**src/design/assert_macros.svh**
```systemverilog
// Assertion macros shared by the design files.
`ifndef ASSERT_MACROS_SVH
`define ASSERT_MACROS_SVH

// Check a property on every rising clock edge outside reset.
`define ASSERT_PROP(label, prop, msg) \
    label: assert property (@(posedge clk) disable iff (!rst_n) (prop)) else $error(msg);

// Check that a condition never holds outside reset.
`define ASSERT_NEVER(label, cond, msg) \
    label: assert property (@(posedge clk) disable iff (!rst_n) !(cond)) else $error(msg);

`endif

```
**src/design/tcd_pkg.sv**
```systemverilog
// Shared types, constants and byte helpers of the terminal cell diff encoder.
`timescale 1ns / 1ps
package tcd_pkg;

    localparam int MAX_COLS_DEF = 128;
    localparam int MAX_ROWS_DEF = 64;
    localparam int DEC_W        = 10;
    localparam int CELL_W       = 16;

    // Request types
    localparam logic [1:0] REQ_START = 2'd0;
    localparam logic [1:0] REQ_CELL  = 2'd1;
    localparam logic [1:0] REQ_END   = 2'd2;

    // Stream bytes
    localparam logic [7:0] CH_ESC   = 8'h1B;
    localparam logic [7:0] CH_LB    = 8'h5B;
    localparam logic [7:0] CH_SEMI  = 8'h3B;
    localparam logic [7:0] CH_ZERO  = 8'h30;
    localparam logic [7:0] CH_TWO   = 8'h32;
    localparam logic [7:0] CH_H     = 8'h48;
    localparam logic [7:0] CH_J     = 8'h4A;
    localparam logic [7:0] CH_M     = 8'h6D;
    localparam logic [7:0] CH_SPACE = 8'h20;
    localparam logic [7:0] CH_TILDE = 8'h7E;

    // Four-byte fixed sequences
    localparam logic SEQ_CLS = 1'b0;
    localparam logic SEQ_RST = 1'b1;

    typedef struct packed {
        logic             start;
        logic [DEC_W-1:0] value;
    } dec_req_t;

    typedef struct packed {
        logic       done;
        logic [3:0] hund;
        logic [3:0] tens;
        logic [3:0] ones;
    } dec_rsp_t;

    // Byte of clear-screen or attribute-reset sequence
    function automatic logic [7:0] seq4_byte(input logic sel, input logic [1:0] idx);
        logic [7:0] b;
        case (idx)
            2'd0:    b = CH_ESC;
            2'd1:    b = CH_LB;
            2'd2:    b = (sel == SEQ_RST) ? CH_ZERO : CH_TWO;
            default: b = (sel == SEQ_RST) ? CH_M : CH_J;
        endcase
        return b;
    endfunction

    // SGR code digit for attribute bit
    function automatic logic [7:0] attr_code(input logic [1:0] idx);
        logic [7:0] b;
        case (idx)
            2'd0:    b = 8'h31;
            2'd1:    b = 8'h32;
            2'd2:    b = 8'h34;
            default: b = 8'h37;
        endcase
        return b;
    endfunction

    function automatic logic [7:0] digit_char(input logic [3:0] d);
        return CH_ZERO + {4'b0000, d};
    endfunction

endpackage

```
**src/design/tcd_dec_unit.sv**
```systemverilog
// Iterative decimal splitter: one shared compare-subtract per cycle.
`timescale 1ns / 1ps
module tcd_dec_unit import tcd_pkg::*;
(
    input  logic     clk,
    input  logic     rst_n,
    input  dec_req_t req,
    output dec_rsp_t rsp
);

    localparam logic [1:0] PH_IDLE = 2'd0;
    localparam logic [1:0] PH_HUND = 2'd1;
    localparam logic [1:0] PH_TENS = 2'd2;

    logic [1:0]       phase_reg, phase_next;
    logic [DEC_W-1:0] rem_reg, rem_next;
    logic [3:0]       hund_reg, hund_next;
    logic [3:0]       tens_reg, tens_next;
    logic             done_reg, done_next;
    logic [DEC_W-1:0] step;
    logic [DEC_W-1:0] diff;
    logic             ge;

    // Shared subtractor
    assign step = (phase_reg == PH_HUND) ? DEC_W'(100) : DEC_W'(10);
    assign ge   = (rem_reg >= step);
    assign diff = rem_reg - step;

    // Step through hundreds, then tens
    always_comb
    begin
        phase_next = phase_reg;
        rem_next   = rem_reg;
        hund_next  = hund_reg;
        tens_next  = tens_reg;
        done_next  = 1'b0;
        case (phase_reg)
            PH_HUND:
            begin
                if (ge)
                begin
                    rem_next  = diff;
                    hund_next = hund_reg + 4'd1;
                end
                else
                begin
                    phase_next = PH_TENS;
                end
            end
            PH_TENS:
            begin
                if (ge)
                begin
                    rem_next  = diff;
                    tens_next = tens_reg + 4'd1;
                end
                else
                begin
                    phase_next = PH_IDLE;
                    done_next  = 1'b1;
                end
            end
            default:
            begin
                phase_next = PH_IDLE;
            end
        endcase
        if (req.start)
        begin
            rem_next   = req.value;
            hund_next  = 4'd0;
            tens_next  = 4'd0;
            phase_next = PH_HUND;
            done_next  = 1'b0;
        end
    end

    always_ff @(posedge clk or negedge rst_n)
    begin
        if (!rst_n)
        begin
            phase_reg <= PH_IDLE;
            rem_reg   <= '0;
            hund_reg  <= '0;
            tens_reg  <= '0;
            done_reg  <= 1'b0;
        end
        else
        begin
            phase_reg <= phase_next;
            rem_reg   <= rem_next;
            hund_reg  <= hund_next;
            tens_reg  <= tens_next;
            done_reg  <= done_next;
        end
    end

    assign rsp.done = done_reg;
    assign rsp.hund = hund_reg;
    assign rsp.tens = tens_reg;
    assign rsp.ones = rem_reg[3:0];

endmodule

```
**config.mk**
```make
export PLATFORM = sky130hd
export DESIGN_NAME = tcd_dec_unit
export DESIGN_NICKNAME = d
export VERILOG_FILES = /design/src/design/assert_macros.svh /design/src/design/tcd_pkg.sv /design/src/design/tcd_dec_unit.sv
export SDC_FILE = /design/constraint.sdc
export NUM_CORES = 1
export LEC_CHECK = 0
export BUFFER_PORTS_ARGS = -buffer_cell sky130_fd_sc_hd__buf_2
export CORE_AREA = 4 4 80 82
export DETAILED_ROUTE_END_ITERATION = 7
export DIE_AREA = 0 0 84 86
export GPL_TIMING_DRIVEN = 0
export SYNTH_ARGS = -nofsm -noshare
export SYNTH_HDL_FRONTEND = slang
export SYNTH_SLANG_ARGS = --single-unit
```
**constraint.sdc**
```tcl
create_clock -name clk -period 6.9 [get_ports clk]
set_input_delay 1.38 -clock clk [delete_from_list [all_inputs] [get_ports clk]]
set_output_delay 1.38 -clock clk [all_outputs]
set_load 0.02 [all_outputs]
```
==> impl_metrics.env, run 1 <==
export IMPL_synthTopCellsByCount="dfrtp_1 (21), a21oi_1 (11)"
export IMPL_synthArstFlopShare_pct=100.0
export IMPL_port_buffers=25
export IMPL_power_leakage_uw=0.0008482
export IMPL_tightest_slew_ns=0.5394
export IMPL_cap_viol_max_count=0
export IMPL_fin_skew_ns=0.003273
export IMPL_dieArea_um2=7224
export IMPL_root_buffer="clkbuf_8"
export IMPL_drc_errors=0
export IMPL_worst_setup_path_end_kind="flip-flop"
export IMPL_dr_pass1_iters=4
export IMPL_synth_area_um2=1668
export IMPL_cts_buffers=3
export IMPL_postRouteAntennaNets=0
export IMPL_period_share_pct=46.24
export IMPL_antenna_found_initial=0
export IMPL_cp_required_ns=7.03
export IMPL_netlist_top_cells_area="dfrtp_1 (32%), ha_1 (6.0%), buf_6 (4.1%)"
export IMPL_path_buf_inv=3
export IMPL_hp_class="flip-flop to flip-flop"
export IMPL_criticalPathCategory="flip-flop to flip-flop"
export IMPL_yosysWarnings=0
export IMPL_holdBufCountCts=0
export IMPL_viasPerCell=4.901
export IMPL_cts_tree="done"
export IMPL_synth_largest_area_cell="dfrtp_1"
export IMPL_clk_latency_ns=0.27
export IMPL_clkSinkCount=21
export IMPL_clkTransAtPathRegs_ns=0.09
export IMPL_internal_power_uw=495.6
export IMPL_rsz0062_at_grt="no"
export IMPL_hold_violations=0
export IMPL_dpl_worst_slack_ns=3.820
export IMPL_synth_fp_nets=199
export IMPL_fin_util_pct=33.69
export IMPL_clockPowerShare_pct=9.3
export IMPL_post_synth_top_count_cell="dfrtp_1"
export IMPL_p_comb_share_pct=70.2
export IMPL_ys_seq_area_share_pct=31.51
export IMPL_grt_overflow_total=0
export IMPL_cp_slowest_cell="a2111oi_0"
export IMPL_synth_edf_count=0
export IMPL_tns_ns=0
export IMPL_period_needed_ns=3.191
export IMPL_p_sw_share_pct=48.13
export IMPL_rows=28
export IMPL_yosysUniqueCellTypes=56
export IMPL_drt_wl_total_um=3934
export IMPL_grt_usage_pct=11.28
export IMPL_worstSetupStartpointType="flip-flop"
export IMPL_cts_resized=0
export IMPL_layout_setup_ws_ns=3.709
export IMPL_area_growth_synth_to_final_pct=16.05
export IMPL_drt_iter0_markers=91
export IMPL_path_max_fanout=10
export IMPL_pwr_share_seq_pct=20.5
export IMPL_final_max_slew_violation_count=0
export IMPL_peakVddDrop_mv=0.1517
export IMPL_cts_buffer_depth=2
export IMPL_core_area_um2=5746
export IMPL_first_global_vias=1285
export IMPL_finalSetupViolations=0
export IMPL_ys_seq_elements=21
export IMPL_cpPeakStageDelay_ns=0.46
export IMPL_wire_per_inst_um=13.95
export IMPL_die_h_um=86
export IMPL_largest_reg_flops=10
export IMPL_io_pins=26
export IMPL_relSlewSlack_pct=64.04
export IMPL_powerDensity_nw_per_um2=493.6
export IMPL_cts_setup_buffers=0
export IMPL_path_cells="inv_1, ha_1, buf_6, clkbuf_1, xnor2_1, ha_1, nand2b_1, a211oi_1, or2_2, o221ai_1, a2111oi_0, a221oi_1"
export IMPL_grt_pass1_wl_um=6561
export IMPL_finish_net_count=229
export IMPL_post_dp_hpwl_um=2882
export IMPL_avgSynthCellArea_um2=9.370
export IMPL_fmax_mhz=313.4
export IMPL_status="complete, no violations"
export IMPL_worst_hold_slack_ns=0.5299
export IMPL_path_delay_family="compound AO/OA/AOI/OAI gates"
export IMPL_cp_arrival_ns=3.32
export IMPL_synth_cells=178
export IMPL_place_gp_congestion=0.8723
export IMPL_htree_num_levels=1
export IMPL_power_switching_uw=459.9
export IMPL_vias=1382
export IMPL_synth_top_cell_area_share_pct=31.51
export IMPL_synth_flop_cell="dfrtp_1"
export IMPL_start_util_pct=29.03
export IMPL_die_w_um=84
export IMPL_crit_top_cell="ha_1"
export IMPL_grt_max_degree=22
export IMPL_drive_gt1_share_pct=30.43
export IMPL_diodes=0
-- metrics by stage --
step                      area [um2]  power [uW]  cells
after floorplan                 1668       736.4    178
after global placement          1887       858.7    278
after detailed placement        1887       863.8    278
after CTS                       1936       959.5    282
after global routing            1936        1041    282
final                           1936       955.5    282
-- final cells by class --
class	count	area [um2]
multi-input combinational	128	960.9
buffer	17	136.4
clock buffer	3	41.29
clock inverter	1	7.507
inverter	12	45.04
tap	75	93.84
timing repair buffer	25	125.1
sequential	21	525.5
fill	621	3810
-- power groups by stage --
stage               sequential, uW  clock (uW)  combinational [uW]
CTS                            196        90.6                 673
floorplan                      199           0                 537
finish                         196        89.1                 670
global placement               196           0                 662
global route                   202        97.6                 741
detailed placement             198           0                 666
-- worst paths after layout --
path / startpoint / endpoint / slack (ns) / cells after the start
worst max-delay path: phase_reg[1] / rem_reg[9] / 3.71 / 12
worst min-delay path: rem_reg[6] / rem_reg[6] / 0.53 / 2
worst max register to register: phase_reg[1] / rem_reg[9] / 3.71 / 12
worst min register to register: rem_reg[6] / rem_reg[6] / 0.53 / 2
max in group asynchronous: rst_n / rem_reg[1] / 5.51 / 1
min in group asynchronous: rst_n / hund_reg[0] / 1.06 / 1
-- placed cells by master (no fill, tap or decap), drive strengths merged, types with 3 or more instances in the layout --
cell type	count
nand2b	3
nand4	3
nand2	11
dfrtp	21
mux2i	4
or3	10
nor3	3
o21ai	15
a31oi	8
ha	8
clkbuf	6
a21oi	12
o31ai	4
xnor2	4
mux2	3
inv	11
nor2b	5
nor2	12
buf	39
-- logic make-up (layout without fill, tap and decap cells) --
family,after synthesis,in the layout,synth area share [%]
multiplexers,7,7,4.651
adder cells (fa/ha/maj),8,8,6.002
buffers and inverters,29,58,10.88
XOR/XNOR,5,5,3.751
AND/OR/NAND/NOR,56,56,19.81
flip-flops,21,21,31.51
AO/OA/AOI/OAI,52,52,23.41
-- worst min-delay path, cell delays in order, from the launching register on --
cell	delay, ns
dfrtp_1	0.36
a31oi_1	0.08
o31ai_1	0.06
-- layer usage --
| layer | GRT usage (%) | part of all wire (%) |
|---|---|---|
| met5 | 0 | 0 |
| met4 | 3.509 | 1.4 |
| met3 | 1.537 | 3.1 |
| met2 | 17.79 | 45 |
| met1 | 16.00 | 50 |
(Power assumes the default switching activity.)
==> inputs of run 2 (changes only) <==
==> constraint.sdc (replaced) <==
create_clock -name clk -period 3 [get_ports clk]
set_input_delay 0.6 -clock clk [delete_from_list [all_inputs] [get_ports clk]]
set_output_delay 0.6 -clock clk [all_outputs]
set_load 0.02 [all_outputs]
==> run 2 against run 1 <==
Effect of this change:
- critical path depth shrank 1
- non-clock buffer count grew 2
- worst hold slack lost 0.25 ns
- total power grew 140%
- clock skew shrank 0.0019 ns
- clock power grew 130%
- die area is the same
- final area grew 2.9%
- routed wire length grew 0.84%
- first-iteration DRC count shrank 4.4%
- sequential power grew 130%
- flip-flop and latch count is the same
==> impl_metrics.env, run 2 (synthesis gave the netlist of run 1 again) <==
export IMPL_viasPerCell=4.947
export IMPL_wire_per_inst_um=13.97
export IMPL_grt_overflow_total=0
export IMPL_dpl_worst_slack_ns=-0.08042
export IMPL_hp_class="primary input to asynchronous set/reset pin"
export IMPL_postRouteAntennaNets=0
export IMPL_dr_pass1_iters=4
export IMPL_criticalPathCategory="flip-flop to flip-flop"
export IMPL_holdBufCountCts=0
export IMPL_cap_viol_max_count=0
export IMPL_path_cells="inv_1, ha_1, buf_6, clkinvlp_4, ha_2, or4_4, nor2_2, a2bb2oi_2, buf_6, mux2i_1, o21ai_1"
export IMPL_post_dp_hpwl_um=2882
export IMPL_finalSetupViolations=0
export IMPL_port_buffers=25
export IMPL_drt_iter0_markers=87
export IMPL_fin_util_pct=34.67
export IMPL_drc_errors=0
export IMPL_io_pins=26
export IMPL_period_needed_ns=2.802
export IMPL_worst_hold_slack_ns=0.2799
export IMPL_grt_max_degree=22
export IMPL_powerDensity_nw_per_um2=1151
export IMPL_largest_reg_flops=10
export IMPL_cpPeakStageDelay_ns=0.50
export IMPL_cp_required_ns=3.15
export IMPL_clkSinkCount=21
export IMPL_placed_cell_area_um2=1887
export IMPL_vias=1405
export IMPL_diodes=0
export IMPL_fillers=615
export IMPL_fin_skew_ns=0.001391
export IMPL_dp_cells=278
export IMPL_start_util_pct=29.03
export IMPL_dieArea_um2=7224
export IMPL_root_buffer="clkbuf_8"
export IMPL_hold_violations=0
export IMPL_clk_latency_ns=0.27
export IMPL_htree_num_levels=1
export IMPL_stdcell_area_um2=1992
export IMPL_layout_setup_ws_ns=0.1977
export IMPL_fmax_mhz=356.9
export IMPL_period_share_pct=93.41
export IMPL_core_area_um2=5746
export IMPL_power_leakage_uw=0.0008613
export IMPL_area_growth_synth_to_final_pct=19.43
export IMPL_peakVddDrop_mv=0.3582
export IMPL_relSlewSlack_pct=61.70
export IMPL_stdcell_count=284
export IMPL_rrSetupSlack_ns=0.20
export IMPL_clkTransAtPathRegs_ns=0.09
export IMPL_rows=28
export IMPL_grt_usage_pct=11.24
export IMPL_grt_pass1_wl_um=6548
export IMPL_first_global_vias=1290
export IMPL_worst_setup_path_end_kind="flip-flop"
export IMPL_antenna_found_initial=0
export IMPL_drt_wl_total_um=3967
export IMPL_crit_top_cell="buf_6"
export IMPL_finish_net_count=231
export IMPL_final_common_cell="buf_2"
export IMPL_die_h_um=86
export IMPL_cts_buffers=3
export IMPL_cts_tree="done"
export IMPL_cp_slowest_cell="or4_4"
export IMPL_status="complete, no violations"
export IMPL_final_max_slew_violation_count=0
export IMPL_worstSetupStartpointType="flip-flop"
export IMPL_final_cell_mix="buf_2 (26), dfrtp_1 (21), a21oi_1 (11)"
export IMPL_cp_arrival_ns=2.95
export IMPL_path_max_fanout=10
export IMPL_tightest_slew_ns=0.5745
export IMPL_die_w_um=84
export IMPL_place_gp_congestion=0.8723
export IMPL_cts_buffer_depth=2
export IMPL_drive_gt1_share_pct=34.45
==> run 2: path summary, 6_finish.rpt <==
check,startpoint,to,depth (start not counted)
worst max-delay path,phase_reg[1],rem_reg[2],11
worst min-delay path,rst_n,hund_reg[0],1
worst max register to register,phase_reg[1],rem_reg[2],11
worst min register to register,rem_reg[6],rem_reg[6],2
max in group asynchronous,rst_n,rem_reg[9],1
min in group clk,req[1],rem_reg[1],3
==> run 2: critical path: cells and delay by family (launching register included) <==
family	cells	cell delay (ns)
buffers and inverters	4	0.67
AND/OR/NAND/NOR	2	0.63
adder cells (fa/ha/maj)	2	0.40
flip-flops	1	0.39
AO/OA/AOI/OAI	2	0.38
multiplexers	1	0.20
==> run 2: repair_timing <==
action	CTS	global route
cloned	0	0
resized for setup	4	7
setup endpoints to repair	3	4
setup buffers	0	2
==> run 2: power breakdown <==
part,internal [uW],switching [uW],total (uW)
Sequential,372,79.2,451
Clock,94.3,112,207
Combinational,730,904,1630
Total,1200,1100,2290
==> run 2: per-stage QoR <==
| step | total power [uW] | setup TNS, ns |
|---|---|---|
| after floorplan | 1694 | 0 |
| after detailed placement | 1987 | -0.08042 |
| final | 2292 | 0 |
| after global routing | 2493 | -0.01062 |
| after CTS | 2222 | 0 |
| after global placement | 1975 | -0.1650 |
==> run 2: metal layers <==
layer  up-vias  GRT usage (%)  share of wire (%)
met5         -              0                  0
li1        703              -                  -
met3         6          1.537                3.6
met4         0          3.947                1.4
met2        22          17.50                 45
met1       674          15.94                 50
==> run 2: final cells by class <==
cell class / instances / area [um2] / area share, %
multi-input combinational: 128 / 994.7 / 49.94
clock buffer: 3 / 41.29 / 2.073
sequential: 21 / 525.5 / 26.38
inverter: 12 / 48.80 / 2.450
tap: 75 / 93.84 / 4.711
buffer: 17 / 140.1 / 7.035
timing repair buffer: 27 / 140.1 / 7.035
clock inverter: 1 / 7.507 / 0.3769
==> inputs of run 3 (changes only) <==
--- a/config.mk
+++ b/config.mk
@@ -6,10 +6,14 @@
 export NUM_CORES = 1
 export LEC_CHECK = 0
 export BUFFER_PORTS_ARGS = -buffer_cell sky130_fd_sc_hd__buf_2
-export CORE_AREA = 4 4 80 82
+export CELL_PAD_IN_SITES_DETAIL_PLACEMENT = 0
+export CELL_PAD_IN_SITES_GLOBAL_PLACEMENT = 1
+export CORE_AREA = 4 4 72 91
 export DETAILED_ROUTE_END_ITERATION = 7
-export DIE_AREA = 0 0 84 86
+export DIE_AREA = 0 0 76 95
 export GPL_TIMING_DRIVEN = 0
+export PLACE_DENSITY_LB_ADDON = 0.1
+export SLEW_MARGIN = 20
 export SYNTH_ARGS = -nofsm -noshare
 export SYNTH_HDL_FRONTEND = slang
 export SYNTH_SLANG_ARGS = --single-unit
==> run 3 against run 2 <==
Effect of this change:
- utilization shrank 0.11 points
- fmax fell by 0.16%
- register-to-register slack hardly changed
- clock power decreased by 5%
- sequential power grew 1%
- via count is 1.7% higher
- routed wire length up 11%
- global-route usage is 1.4 points higher
- critical path depth increased by 1
- non-clock buffer count stayed put
- clock skew is essentially flat
==> impl_metrics.env, run 3 (synthesis gave the netlist of run 1 again) <==
export IMPL_cts_buffer_depth=2
export IMPL_ff2ff_path_depth=12
export IMPL_final_max_slew_violation_count=0
export IMPL_cts_tree="done"
export IMPL_cpPeakStageDelay_ns=0.44
export IMPL_timing_rr_end="hund_reg[0]"
export IMPL_path_buf_inv=4
export IMPL_period_needed_ns=2.807
export IMPL_period_share_pct=93.56
export IMPL_criticalPathCategory="flip-flop to flip-flop"
export IMPL_peakVddDrop_mv=0.3474
export IMPL_fin_skew_ns=0.001429
export IMPL_finalSetupViolations=0
export IMPL_vias=1429
export IMPL_hp_class="primary input to asynchronous set/reset pin"
export IMPL_area_growth_synth_to_final_pct=18.15
export IMPL_relSlewSlack_pct=57.76
export IMPL_start_util_pct=29.25
export IMPL_p_comb_share_pct=71.8
export IMPL_rrSetupSlack_ns=0.19
export IMPL_postRouteAntennaNets=0
export IMPL_worstSetupStartpointType="flip-flop"
export IMPL_stdcell_area_um2=1971
export IMPL_rows=31
export IMPL_drt_wl_total_um=4413
export IMPL_port_buffers=25
export IMPL_wire_per_inst_um=16.05
export IMPL_fin_util_pct=34.56
export IMPL_tightest_slew_ns=0.6336
export IMPL_drt_iter0_markers=88
export IMPL_rsz0062_at_grt="no"
export IMPL_holdBufCountCts=0
export IMPL_clockPowerShare_pct=8.5
export IMPL_antenna_found_initial=0
export IMPL_die_h_um=95
export IMPL_placed_cell_area_um2=1876
export IMPL_die_w_um=76
export IMPL_grt_use_met3_pct=1.622
export IMPL_largest_reg_flops=10
export IMPL_cap_viol_max_count=0
export IMPL_dr_pass1_iters=4
export IMPL_finish_net_count=231
export IMPL_grt_pass1_wl_um=7334
export IMPL_tns_ns=0
export IMPL_powerDensity_nw_per_um2=1171
export IMPL_use_met1_pct=15.47
export IMPL_status="complete, no violations"
export IMPL_grt_usage_pct=12.61
export IMPL_path_cells="inv_1, ha_1, buf_6, clkinvlp_4, ha_2, nand2b_2, o32ai_2, nor2_2, a21boi_4, buf_6, nor2_2, mux2_4"
export IMPL_cp_required_ns=3.16
export IMPL_pwr_share_seq_pct=19.8
export IMPL_viasPerCell=5.196
export IMPL_clkTransAtPathRegs_ns=0.08
export IMPL_final_common_cell="buf_2"
export IMPL_grt_max_degree=22
export IMPL_fmax_mhz=356.3
export IMPL_power_switching_uw=1116
export IMPL_grt_overflow_total=0
export IMPL_root_buffer="clkbuf_8"
export IMPL_fillers=612
export IMPL_core_area_um2=5702
export IMPL_path_delay_family="adder cells"
export IMPL_power_leakage_uw=0.0008628
export IMPL_hold_violations=0
export IMPL_internal_power_uw=1191
export IMPL_cts_buffers=3
export IMPL_final_cell_mix="buf_2 (26), dfrtp_1 (21), a21oi_1 (11)"
export IMPL_path_max_fanout=10
export IMPL_first_global_vias=1442
export IMPL_cp_slowest_cell="ha_2"
export IMPL_io_pins=26
export IMPL_drive_gt1_share_pct=34.45
export IMPL_clk_latency_ns=0.27
export IMPL_post_dp_hpwl_um=3276
export IMPL_cp_arrival_ns=2.96
export IMPL_top_usage_layer="met2"
export IMPL_dieArea_um2=7220
export IMPL_worst_setup_path_end_kind="flip-flop"
export IMPL_diodes=0
export IMPL_use_met2_pct=22.71
export IMPL_place_gp_congestion=0.7689
export IMPL_clkSinkCount=21
export IMPL_drc_errors=0
export IMPL_p_sw_share_pct=48.38
export IMPL_worstReg2RegStart="phase_reg[1]"
export IMPL_htree_num_levels=1
run 3: power groups by stage:
stage	registers [uW]	logic [uW]	clock network, uW
4_1_cts	455	1600	204
6_report	456	1660	196
2_1_floorplan	457	1240	0
3_3_place_gp	455	1570	0
3_5_place_dp	460	1570	0
5_1_grt	469	1840	211
run 3: per-stage QoR:
stage	worst slack (ns)	power (uW)	hold slack (ns)	instances
after global placement	-0.1477	2023	0.5118	269
after floorplan	0.3350	1694	0.3044	178
after detailed placement	-0.1565	2033	0.5059	269
final	0.1933	2307	0.2961	275
after CTS	0.02154	2257	0.3128	273
after global routing	0.02382	2521	0.3327	275
run 3: cell type report:
cell class / count / area, um2 / area share [%]
tap: 66 / 82.58 / 4.190
clock buffer: 3 / 41.29 / 2.095
timing repair buffer: 27 / 140.1 / 7.111
multi-input combinational: 128 / 987.2 / 50.10
inverter: 12 / 48.80 / 2.476
buffer: 17 / 140.1 / 7.111
sequential: 21 / 525.5 / 26.67
clock inverter: 1 / 5.005 / 0.2540
run 3: worst max-delay path by stage:
stage,from,endpoint,slack (ns),depth (start not counted)
4_1_cts,phase_reg[0],rem_reg[9],0.02,12
3_5_place_dp,phase_reg[1],rem_reg[9],-0.16,12
3_3_place_gp,phase_reg[1],rem_reg[9],-0.15,12
5_1_grt,phase_reg[1],hund_reg[0],0.02,12
2_1_floorplan,phase_reg[0],rem_reg[9],0.33,12
6_report,phase_reg[1],hund_reg[0],0.19,12
run 3: routing by layer:
layer / wire [um] / up-vias
li1: - / 700
met1: 1996 / 698
met2: 2250 / 24
met3: 102 / 7
met4: 63 / 0
met5: 0 / -
run 3: what timing repair did:
item | CTS | global route
buffers inserted | 0 | 2
resized for setup | 3 | 8
pin swaps | 0 | 2
endpoints found under the setup margin | 3 | 4
cloned | 0 | 0
